<file path="config.mk">
export PLATFORM = sky130hd
export DESIGN_NAME = psa_arith
export DESIGN_NICKNAME = d
export VERILOG_FILES = /design/src/rtl/core/psa_pkg.sv /design/src/rtl/core/psa_arith.sv
export VERILOG_INCLUDE_DIRS = /design/src /design/src/rtl/core
export SDC_FILE = /design/constraint.sdc
export NUM_CORES = 1
export LEC_CHECK = 0
export BUFFER_PORTS_ARGS = -buffer_cell sky130_fd_sc_hd__buf_4
export CAP_MARGIN = 30
export CORE_ASPECT_RATIO = 1.5
export CORE_MARGIN = 4
export CORE_UTILIZATION = 45
export CTS_BUF_LIST = sky130_fd_sc_hd__clkbuf_4 sky130_fd_sc_hd__clkbuf_8
export CTS_CLUSTER_SIZE = 14
export DETAILED_ROUTE_END_ITERATION = 8
export SYNTH_ARGS = -nofsm -noshare
export SYNTH_HDL_FRONTEND = slang
export SYNTH_SLANG_ARGS = --single-unit
</file>
<file path="constraint.sdc">
create_clock -name i_clk -period 6.5 [get_ports i_clk]
set_clock_uncertainty 0.2 [all_clocks]
set_input_delay 1.3 -clock i_clk [delete_from_list [all_inputs] [get_ports i_clk]]
set_output_delay 1.3 -clock i_clk [all_outputs]
set_load 0.005 [all_outputs]
</file>
<file path="src/rtl/core/pulse_shape_analyzer_core_macros.svh">
// Assertion macros shared by the pulse shape analyser RTL.
// Included by files that carry concurrent checks; needs i_clk and i_rst_n in scope.
`ifndef PULSE_SHAPE_ANALYZER_CORE_MACROS_SVH
`define PULSE_SHAPE_ANALYZER_CORE_MACROS_SVH

// Same-cycle implication, disabled during reset
`define PSA_ASSERT_NOW(lbl, ante, cons, msg) \
    lbl: assert property (@(posedge i_clk) disable iff (!i_rst_n) (ante) |-> (cons)) \
        else $error(msg);

// Next-cycle implication, disabled during reset
`define PSA_ASSERT_NEXT(lbl, ante, cons, msg) \
    lbl: assert property (@(posedge i_clk) disable iff (!i_rst_n) (ante) |=> (cons)) \
        else $error(msg);

`endif

</file>
<file path="src/rtl/core/psa_pkg.sv">
// Types and constants for the pulse shape analyser.
// No dependencies; used by psa_store, psa_arith and pulse_shape_analyzer_core.
package psa_pkg;

    localparam int SAMPLE_W = 16;
    localparam int PRE_W    = 11;
    localparam int SUM_W    = 26;
    localparam int SQ_W     = 42;
    localparam int FIELD_W  = 10;
    localparam int RMS_W    = 19;
    localparam int STAT_W   = 3;
    localparam int ARITH_W  = 64;
    localparam int MULB_W   = 32;
    localparam int DIVQ_W   = 22;

    // Status codes
    localparam logic [STAT_W-1:0] ST_OK       = 3'd0;
    localparam logic [STAT_W-1:0] ST_RISE_OFF = 3'd1;
    localparam logic [STAT_W-1:0] ST_DECAY_OFF = 3'd2;
    localparam logic [STAT_W-1:0] ST_NO_PEAK  = 3'd3;
    localparam logic [STAT_W-1:0] ST_PRE_BIG  = 3'd4;

    typedef enum logic [1:0] {
        OP_MUL  = 2'd0,
        OP_DIV  = 2'd1,
        OP_SQRT = 2'd2
    } t_op;

    typedef struct packed {
        logic start;
        t_op  op;
    } t_arith_ctl;

    typedef struct packed {
        logic busy;
        logic done;
    } t_arith_st;

    // Exact threshold test: 10*x < k*peak, k is 9 or 3
    function automatic logic f_below(logic [SAMPLE_W-1:0] x, logic [SAMPLE_W-1:0] p,
                                     logic nine);
        logic [SAMPLE_W+3:0] lhs;
        logic [SAMPLE_W+3:0] rhs;
        lhs = {1'b0, x, 3'b000} + {3'b000, x, 1'b0};
        if (nine) begin
            rhs = {1'b0, p, 3'b000} + {4'b0000, p};
        end else begin
            rhs = {3'b000, p, 1'b0} + {4'b0000, p};
        end
        return lhs < rhs;
    endfunction

endpackage

</file>
<file path="src/rtl/core/psa_arith.sv">
// Shared iterative unit: shift-add multiply, restoring divide, digit square root.
// Uses psa_pkg and the assertion macro header.
`include "pulse_shape_analyzer_core_macros.svh"
module psa_arith (
    input  logic                         i_clk,
    input  logic                         i_rst_n,
    input  psa_pkg::t_arith_ctl          i_ctl,
    input  logic [psa_pkg::ARITH_W-1:0]  i_a,
    input  logic [psa_pkg::MULB_W-1:0]   i_b,
    output psa_pkg::t_arith_st           o_st,
    output logic [psa_pkg::ARITH_W-1:0]  o_result
);

    localparam int W   = psa_pkg::ARITH_W;
    localparam int BW  = psa_pkg::MULB_W;
    localparam int RW  = W + 2;
    localparam int CW  = $clog2(W + 1);

    logic            r_busy;
    logic            r_done;
    psa_pkg::t_op    r_op;
    logic [CW-1:0]   r_cnt;
    logic [W-1:0]    r_acc;
    logic [W-1:0]    r_x;
    logic [BW-1:0]   r_y;
    logic [RW-1:0]   r_rem;

    logic [RW-1:0]   w_rem2;
    logic [RW-1:0]   w_trial;
    logic            w_ge;

    // One step of the selected operation
    always_comb begin
        case (r_op)
            psa_pkg::OP_DIV: begin
                w_rem2  = {r_rem[RW-2:0], r_x[W-1]};
                w_trial = RW'(r_y);
            end
            psa_pkg::OP_SQRT: begin
                w_rem2  = {r_rem[RW-3:0], r_x[W-1:W-2]};
                w_trial = {r_acc, 2'b01};
            end
            default: begin
                w_rem2  = r_rem;
                w_trial = '0;
            end
        endcase
        w_ge = w_rem2 >= w_trial;
    end

    always_ff @(posedge i_clk) begin
        if (!i_rst_n) begin
            r_busy <= 1'b0;
            r_done <= 1'b0;
            r_cnt  <= '0;
        end else begin
            r_done <= 1'b0;
            if (i_ctl.start && !r_busy) begin
                r_busy <= 1'b1;
                r_op   <= i_ctl.op;
                r_acc  <= '0;
                r_rem  <= '0;
                r_x    <= i_a;
                r_y    <= i_b;
                case (i_ctl.op)
                    psa_pkg::OP_DIV:  r_cnt <= CW'(W);
                    psa_pkg::OP_SQRT: r_cnt <= CW'(W / 2);
                    default:          r_cnt <= CW'(BW);
                endcase
            end else if (r_busy) begin
                case (r_op)
                    psa_pkg::OP_DIV: begin
                        r_x   <= {r_x[W-2:0], 1'b0};
                        r_rem <= w_ge ? w_rem2 - w_trial : w_rem2;
                        r_acc <= {r_acc[W-2:0], w_ge};
                    end
                    psa_pkg::OP_SQRT: begin
                        r_x   <= {r_x[W-3:0], 2'b00};
                        r_rem <= w_ge ? w_rem2 - w_trial : w_rem2;
                        r_acc <= {r_acc[W-2:0], w_ge};
                    end
                    default: begin
                        if (r_y[0]) begin
                            r_acc <= r_acc + r_x;
                        end
                        r_x <= {r_x[W-2:0], 1'b0};
                        r_y <= {1'b0, r_y[BW-1:1]};
                    end
                endcase
                r_cnt <= r_cnt - 1'b1;
                if (r_cnt == CW'(1)) begin
                    r_busy <= 1'b0;
                    r_done <= 1'b1;
                end
            end
        end
    end

    assign o_st.busy = r_busy;
    assign o_st.done = r_done;
    assign o_result  = r_acc;

    `PSA_ASSERT_NOW(a_busy_cnt, r_busy, r_cnt != '0, "arith busy with zero count")
    `PSA_ASSERT_NEXT(a_done_pulse, r_done, !r_done, "arith done longer than one cycle")

endmodule
</file>
==> results of run 1 <==
==> stage by stage <==
step                      power, W  instance area, µm²  hold WS [ps]  worst slack, ps  utilization [%]
final                      0.00643               23200           298             1020             50.8
after global routing       0.00685               23200           324              724             50.8
after CTS                  0.00644               23200           294             1080             50.8
after detailed placement   0.00504               22400           284             1110             49.1
after global placement     0.00501               22400           277             1200             49.0
after floorplan            0.00419               20700           240             1110                -
==> registers in the layout, indices dropped and copies added (netlist names) <==
name      count
r_rem        66
o_result     64
r_x          64
r_y          32
r_cnt         7
r_op          2
r_busy        1
r_done        1
==> report_power, final <==
part	switching [W]	leakage (nW)	internal [W]
registers	0.000193	2.27	0.00195
logic	0.00176	6.55	0.00115
clock network	0.000675	0.417	0.000704
==> layer usage <==
metal  global-route usage, %  share of wire (%)  vias to the layer above
met4                    12.4                5.0                        0
met3                    3.67                5.4                      188
li1                        -                  -                     9405
met1                    32.4                 40                     9345
met2                    45.4                 49                      646
met5                       0                  0                        -
==> placed cells by master, fill, tap and decap left out, drive strengths merged, types with 7 or more instances in the layout <==
cell / instances
nand2: 413
buf: 206
o22ai: 13
xor2: 38
a22o: 30
nand2b: 14
a211oi: 25
a21o: 72
a22oi: 67
nor4: 10
clkinv: 17
and2: 15
edfxtp: 228
o31a: 8
nor3: 37
nor2b: 7
nor2: 141
a31oi: 24
inv: 43
nand3: 84
o21ai: 272
dfxtp: 9
and4: 8
a21oi: 233
clkbuf: 53
ha: 133
o211ai: 17
or2: 7
o31ai: 10
o21a: 17
xnor2: 67
and3: 23
nand4: 34
o21bai: 26
mux2i: 101
==> area by class of cell <==
cell class / instances / area, µm² / area share [%]
Multi-Input combinational cell: 2032 / 12800 / 55.4
Sequential cell: 237 / 7030 / 30.3
Antenna cell: 1 / 2.50 / 0.0108
Clock inverter: 19 / 129 / 0.556
Timing Repair Buffer: 206 / 1630 / 7.05
Inverter: 42 / 158 / 0.680
Clock buffer: 53 / 654 / 2.82
Tap cell: 588 / 736 / 3.17
==> cell families after synthesis <==
group / Yosys count
adder cells (fa/ha/maj): 135
flip-flops: 237
multiplexers: 101
buffers and inverters: 224
AO/OA/AOI/OAI: 877
AND/OR/NAND/NOR: 814
XOR/XNOR: 105
==> cell usage after synthesis, types with 7 or more instances <==
cell type / n
ha_1: 133
o21ai_0: 264
dfxtp_1: 9
nor3_1: 36
nand3_1: 83
o211ai_1: 15
o21a_1: 17
nor2b_1: 7
xnor2_1: 67
nand2b_1: 14
o31a_1: 8
mux2i_1: 101
a21oi_1: 232
buf_2: 31
and2_1: 14
inv_1: 41
a211oi_1: 24
o22ai_1: 13
nor4_1: 10
o31ai_1: 10
buf_1: 16
edfxtp_1: 228
and4_1: 8
a21o_1: 71
xor2_1: 38
and3_1: 23
o21bai_1: 26
nor2_1: 140
a22o_1: 30
a31oi_1: 22
nand4_1: 33
clkbuf_1: 127
o21ai_1: 7
a22oi_1: 67
nand2_1: 413
==> path summary, 6_finish.rpt <==
kind	start	end	slack (ps)	depth (start not counted)
setup / recovery	r_op[0]$_DFFE_PP_	r_rem[58]$_SDFFCE_PP0P_	1020	17
hold / removal	r_cnt[6]$_SDFFE_PN0N_	r_done$_SDFF_PP0_	300	1
setup reg to reg	r_op[0]$_DFFE_PP_	r_rem[58]$_SDFFCE_PP0P_	1020	17
hold reg to reg	r_cnt[6]$_SDFFE_PN0N_	r_done$_SDFF_PP0_	300	1
==> metrics.md, run 1 <==
| Metric | Value |
|---|---|
| Syn-to-layout area delta | `12.0%` |
| Fmax achieved | `roughly 0.18 GHz` |
| Synth async-reset ratio | `0%` |
| Arrival @ worst endpoint | `about 5600 ps` |
| Post-synth top flop | `edfxtp_1` |
| TritonCTS clock tree | `yes` |
| Setup TNS | `0 ps` |
| Number of DRC markers in iteration 0 | `around 1,600` |
| Die width | `183 µm` |
| Cell Count, Final, Fillers Out | `roughly 3,200` |
| Ys Warns | `0` |
| Slowest stage cell, crit path | `ha_4` |
| Mux share of post-synthesis cell area | `~4.9%` |
| Max FO, Critical Path | `42` |
| Count of different cell masters after synthesis | `between 80 and 90` |
| Vias per cell | `between 6 and 7` |
| Post-CTS Setup Bufs | `0` |
| Share of cells above drive strength 1 | `about an eighth` |
| Number of flops mapped to enable cells by yosys | `around 230` |
| Adder-cell area share of the yosys netlist | `between 8 and 9%` |
| Share of the synthesized area in the top cell type | `roughly a third` |
| IO Pins | `between 150 and 200` |
| Total CTS buffers | `41` |
| Dominant cells by area after synthesis | `edfxtp_1, ha_1, nand2_1, o21ai_0, a21oi_1` |
| Via Count | `19,600` |
| Worst path cell trace | `inv_1, ha_4, buf_4, a22o_1, nand2_1, ha_1, and2_1, a21oi_1, o21ai_0, a31o_2, nand3_2, a211oi_2, o211ai_2, o211a_1, buf_4, o21ai_0, a21oi_1` |
| Buffers added on ports | `around 170` |
| Setup CP Type | `flip-flop to flip-flop` |
| DR pass1 iterations | `5` |
| Worst path required time | `6630 ps` |
| Final setup viols | `0` |
| Clk_lat worst skew | `~600 ps` |
| Global-route wire length before repair | `between 100,000 and 150,000 µm` |
| Placed insts | `approximately 3,100` |
| Worst slew pin tran | `about 990 ps` |
| Min Tclk post-route | `5480 ps` |
| Mean Syn Cell Area | `between 8 and 9 µm²` |
| Initial antenna violation count | `1` |
| Max VDD drop | `0.171 mV` |
| Die area | `roughly 50,000 µm²` |
| Vias in the first global route | `roughly 20,000` |
| Synth area leader | `edfxtp_1` |
| DP Wirelength | `between 50,000 and 60,000 µm` |
| Unrepaired setup endpoints after global routing | `no` |
| Yosys reg bits | `~240` |
| GP Congestion | `0.974` |
| Final net count | `~2,800` |
| Max incr delay on CP | `between 500 and 600 ps` |
| Pin count of the biggest net entering global routing | `between 90 and 100` |
| Sequential area share after synthesis | `about 34%` |
| Final ANT Viol Nets | `0` |
| Final WL | `between 60,000 and 70,000 µm` |
| Clk root buf | `clkbuf_8` |
| Post-synth net total | `approximately 2,700` |
| Fillers | `roughly 4,500` |
| Congestion Overflow GR | `0` |
| DR DRC count | `0` |
| Leakage power | `a little over 9 nW` |
| Final hold vios | `0` |
| Period utilization | `a little over four fifths` |
| Core Footprint | `~46,000 µm²` |
| Worst slew margin | `roughly 34%` |
| Die Y | `271 µm` |
| PostCTS Resize Cnt | `0` |
| Hold Path Class | `flip-flop to flip-flop` |
| Buffers & Inverters on Critical Path | `3` |
| Max Root-Sink Buffers | `3` |
| Synth Area in XOR/XNOR | `approximately 4.4%` |
| Clk sink count | `approximately 240` |
| Crit path max-delay family | `compound AO/OA/AOI/OAI gates` |
| Core Rows | `96` |
| GRT Overall Usage | `between 20% and 30%` |
| Clock slew at reported path FFs | `about 60 ps` |
| Area share of and/or/nand/nor cells after synthesis | `roughly 18%` |
| CP startpoint kind | `flip-flop` |
| Syn Inst Count | `~2,500` |
| Status | `complete, no violations` |
| Max Cap Violations | `0` |
| # hold bufs at CTS | `0` |
| Drt wl/cell | `approximately 21 µm` |
| Post-Synthesis Cell Area | `~21,000 µm²` |
| Final Slew Violations | `0` |
| PD cells | `277 nW/µm²` |
| Crit end category | `flip-flop` |
| CTS H-tree depth | `2` |
| Main combinational cell family by area after synthesis | `compound AO/OA/AOI/OAI gates` |
| Starting Density | `a little under half` |
| Area fraction in compound gates after synthesis | `26.5%` |
Power figures use the tool's default switching activity.
==> run 2: changes to the inputs <==
--- a/config.mk
+++ b/config.mk
@@ -14,6 +14,7 @@
 export CTS_BUF_LIST = sky130_fd_sc_hd__clkbuf_4 sky130_fd_sc_hd__clkbuf_8
 export CTS_CLUSTER_SIZE = 14
 export DETAILED_ROUTE_END_ITERATION = 8
+export PLACE_DENSITY = 0.65
 export SYNTH_ARGS = -nofsm -noshare
 export SYNTH_HDL_FRONTEND = slang
 export SYNTH_SLANG_ARGS = --single-unit
==> constraint.sdc (replaced) <==
create_clock -name i_clk -period 4.6 [get_ports i_clk]
set_clock_uncertainty 0.2 [all_clocks]
set_input_delay 0.92 -clock i_clk [delete_from_list [all_inputs] [get_ports i_clk]]
set_output_delay 0.92 -clock i_clk [all_outputs]
set_load 0.005 [all_outputs]
==> metrics.md, run 2 (same netlist as run 1, synthesis figures left out) <==
| Metric | Value |
|---|---|
| Status | `complete, no violations (unchanged)` |
| Via Count | `20,500 (was 19,600)` |
| Max Cap Violations | `0 (unchanged)` |
| Worst slew margin | `33.8% (was 34.3%)` |
| Arrival @ worst endpoint | `4700 ps (was 5610 ps)` |
| Final hold slack | `303 ps (was 298 ps)` |
| CP startpoint kind | `flip-flop (unchanged)` |
| Combinational group share of total power | `49.2% (was 45.3%)` |
| Clock slew at reported path FFs | `60 ps (about the same)` |
| PD cells | `390 nW/µm² (was 277 nW/µm²)` |
| RR Endpoint | `r_rem[2]$_SDFFCE_PP0P_ (was r_rem[58]$_SDFFCE_PP0P_)` |
| Buffers added on ports | `166 (unchanged)` |
| Drt wl/cell | `21.6 µm (was 21.3 µm)` |
| Final WL | `71,900 µm (was 67,600 µm)` |
| Period utilization | `99.9% (was 84.3%)` |
| Most flops, register | `r_rem (unchanged)` |
| Share of cells above drive strength 1 | `19.2% (was 12.0%)` |
| Final setup viols | `0 (unchanged)` |
| Unrepaired setup endpoints after global routing | `yes (was no)` |
| Final net count | `2,948 (was 2,796)` |
| RR Startpoint | `r_op[0]$_DFFE_PP_ (unchanged)` |
| Crit end category | `flip-flop (unchanged)` |
| Crit path capture | `r_rem[2]$_SDFFCE_PP0P_ (was r_rem[58]$_SDFFCE_PP0P_)` |
| Die Y | `271 µm (unchanged)` |
| TritonCTS clock tree | `yes (unchanged)` |
| Pin count of the biggest net entering global routing | `167 (was 96)` |
| Pre-CTS setup slack | `-152 ps (was 1110 ps)` |
| Vias per cell | `6.17 (was 6.16)` |
| Vias in the first global route | `19,900 (was 19,700)` |
| Final ANT Viol Nets | `0 (unchanged)` |
| Leakage power | `10.1 nW (was 9.23 nW)` |
| Register share of total power | `30.8% (was 33.3%)` |
| Setup CP Type | `flip-flop to flip-flop (unchanged)` |
| Clk sink count | `237 (unchanged)` |
| Setup TNS | `0 ps (unchanged)` |
| Number of DRC markers in iteration 0 | `2,044 (was 1,566)` |
| Worst path required time | `4710 ps (was 6630 ps)` |
| Most common cell after layout, fill and taps aside | `nand2_1 (unchanged)` |
| DP Wirelength | `53,700 µm (was 51,700 µm)` |
| CTS H-tree depth | `2 (unchanged)` |
| R2R cell count | `20 (was 17)` |
| Max VDD drop | `0.245 mV (was 0.171 mV)` |
| Met1 Usage GRT | `34.6% (was 32.4%)` |
| Die width | `183 µm (unchanged)` |
| Final hold vios | `0 (unchanged)` |
| Hold Path Class | `flip-flop to flip-flop (unchanged)` |
| GRT met3 Usage | `3.07% (was 3.67%)` |
| Met2 GRT Util | `46.8% (was 45.4%)` |
| Worst slew pin tran | `983 ps (was 986 ps)` |
| Syn-to-layout area delta | `21.1% (was 12.0%)` |
| Fmax achieved | `0.218 GHz (was 0.182 GHz)` |
| Core Rows | `96 (unchanged)` |
| Finished Core Util | `54.9% (was 50.8%)` |
| IO Pins | `167 (unchanged)` |
| DR pass1 iterations | `6 (was 5)` |
| Max FO, Critical Path | `27 (was 42)` |
| Core Footprint | `45,600 µm² (unchanged)` |
| Fin worst setup slack | `3.58 ps (was 1020 ps)` |
| Clk_lat worst skew | `600 ps (about the same)` |
| DR DRC count | `0 (unchanged)` |
| Sw Ratio | `40.5% (was 40.8%)` |
| Starting Density | `45.3% (unchanged)` |
| Placed insts | `3,227 (was 3,105)` |
| Min Tclk post-route | `4600 ps (was 5480 ps)` |
| P_int | `0.00582 W (was 0.00380 W)` |
| Max Root-Sink Buffers | `3 (unchanged)` |
| Clock group share of total power | `20.0% (was 21.4%)` |
| Initial antenna violation count | `1 (unchanged)` |
| Die area | `49,600 µm² (unchanged)` |
| Commonest cells after routing, fill and taps aside | `nand2_1, buf_4, o21ai_0 (was nand2_1, o21ai_0, a21oi_1)` |
| Final Slew Violations | `0 (unchanged)` |
| # hold bufs at CTS | `0 (unchanged)` |
| Congestion Overflow GR | `0 (unchanged)` |
| Setup crit start | `r_op[0]$_DFFE_PP_ (unchanged)` |
| Fillers | `4,290 (was 4,486)` |
| Clk root buf | `clkbuf_8 (unchanged)` |
| HP Start | `r_cnt[6]$_SDFFE_PN0N_ (unchanged)` |
| Register-to-register setup slack | `4 ps (was 1020 ps)` |
| GP Congestion | `0.965 (was 0.974)` |
| Global-route wire length before repair | `110,000 µm (was 106,000 µm)` |
| Total CTS buffers | `40 (was 41)` |
| Cell Count, Final, Fillers Out | `3,326 (was 3,178)` |
| Max reg flops | `66 (unchanged)` |
| Switching power | `0.00396 W (was 0.00262 W)` |
| GR peak layer | `met2 (unchanged)` |
| GRT Overall Usage | `27.4% (was 26.4%)` |
run 2: cell type report:
cell class	instances	area [µm²]	share of cell area, %
multi-input combinational	2032	13200	52.8
inverter	42	160	0.639
clock buffer	49	618	2.47
antenna	1	2.50	0.00999
tap	588	736	2.94
sequential	237	7030	28.0
timing repair buffer	359	3140	12.5
clock inverter	18	143	0.569
run 2: metrics by stage:
step | power, W | cell area [µm²]
6_report | 0.00978 | 25100
5_1_grt | 0.0104 | 25100
4_1_cts | 0.00951 | 24300
3_5_place_dp | 0.00751 | 23500
3_3_place_gp | 0.00747 | 23500
2_1_floorplan | 0.00592 | 20700
run 2: how the worst min path moves through the flow:
stage                                    to  slack (ps)  cells past startpoint
after floorplan           r_done$_SDFF_PP0_         240                      1
after global placement    r_done$_SDFF_PP0_         270                      1
after detailed placement  r_done$_SDFF_PP0_         270                      1
after CTS                 r_done$_SDFF_PP0_         300                      1
after global routing      r_done$_SDFF_PP0_         330                      1
final                     r_done$_SDFF_PP0_         300                      1
run 2: layer usage:
| layer | vias up | part of all wire [%] |
|---|---|---|
| met5 | - | 0 |
| met4 | 0 | 5.5 |
| met3 | 208 | 5.8 |
| met2 | 803 | 49 |
| li1 | 9703 | - |
| met1 | 9822 | 40 |
run 2: worst max-delay path, cell delays in order, from the launching register on:
cell	delay [ps]
edfxtp_1	400
buf_4	170
ha_4	200
clkbuf_16	180
a22oi_1	180
o21ai_0	110
buf_4	160
ha_4	240
buf_4	170
a21oi_4	140
o22ai_2	90
a31o_2	260
o31a_1	390
a21oi_2	270
a211oi_4	100
o211ai_2	300
buf_6	160
o211ai_4	110
buf_12	220
a21oi_1	180
a211oi_2	60
run 2: power groups by stage:
stage	Combinational, W	Clock [W]	Sequential [W]
global route	0.00524	0.00209	0.00303
global placement	0.00443	0	0.00305
finish	0.00481	0.00196	0.00301
detailed placement	0.00446	0	0.00305
floorplan	0.00298	0	0.00294
CTS	0.00450	0.00200	0.00300
run 2: repair_timing:
| item | 4_1_cts | 5_1_grt |
|---|---|---|
| setup endpoints to repair | 52 | 67 |
| buffers inserted | 1 | 24 |
| pin swaps | 4 | 27 |
| gates resized for setup | 12 | 119 |
| gates cloned | 1 | 4 |
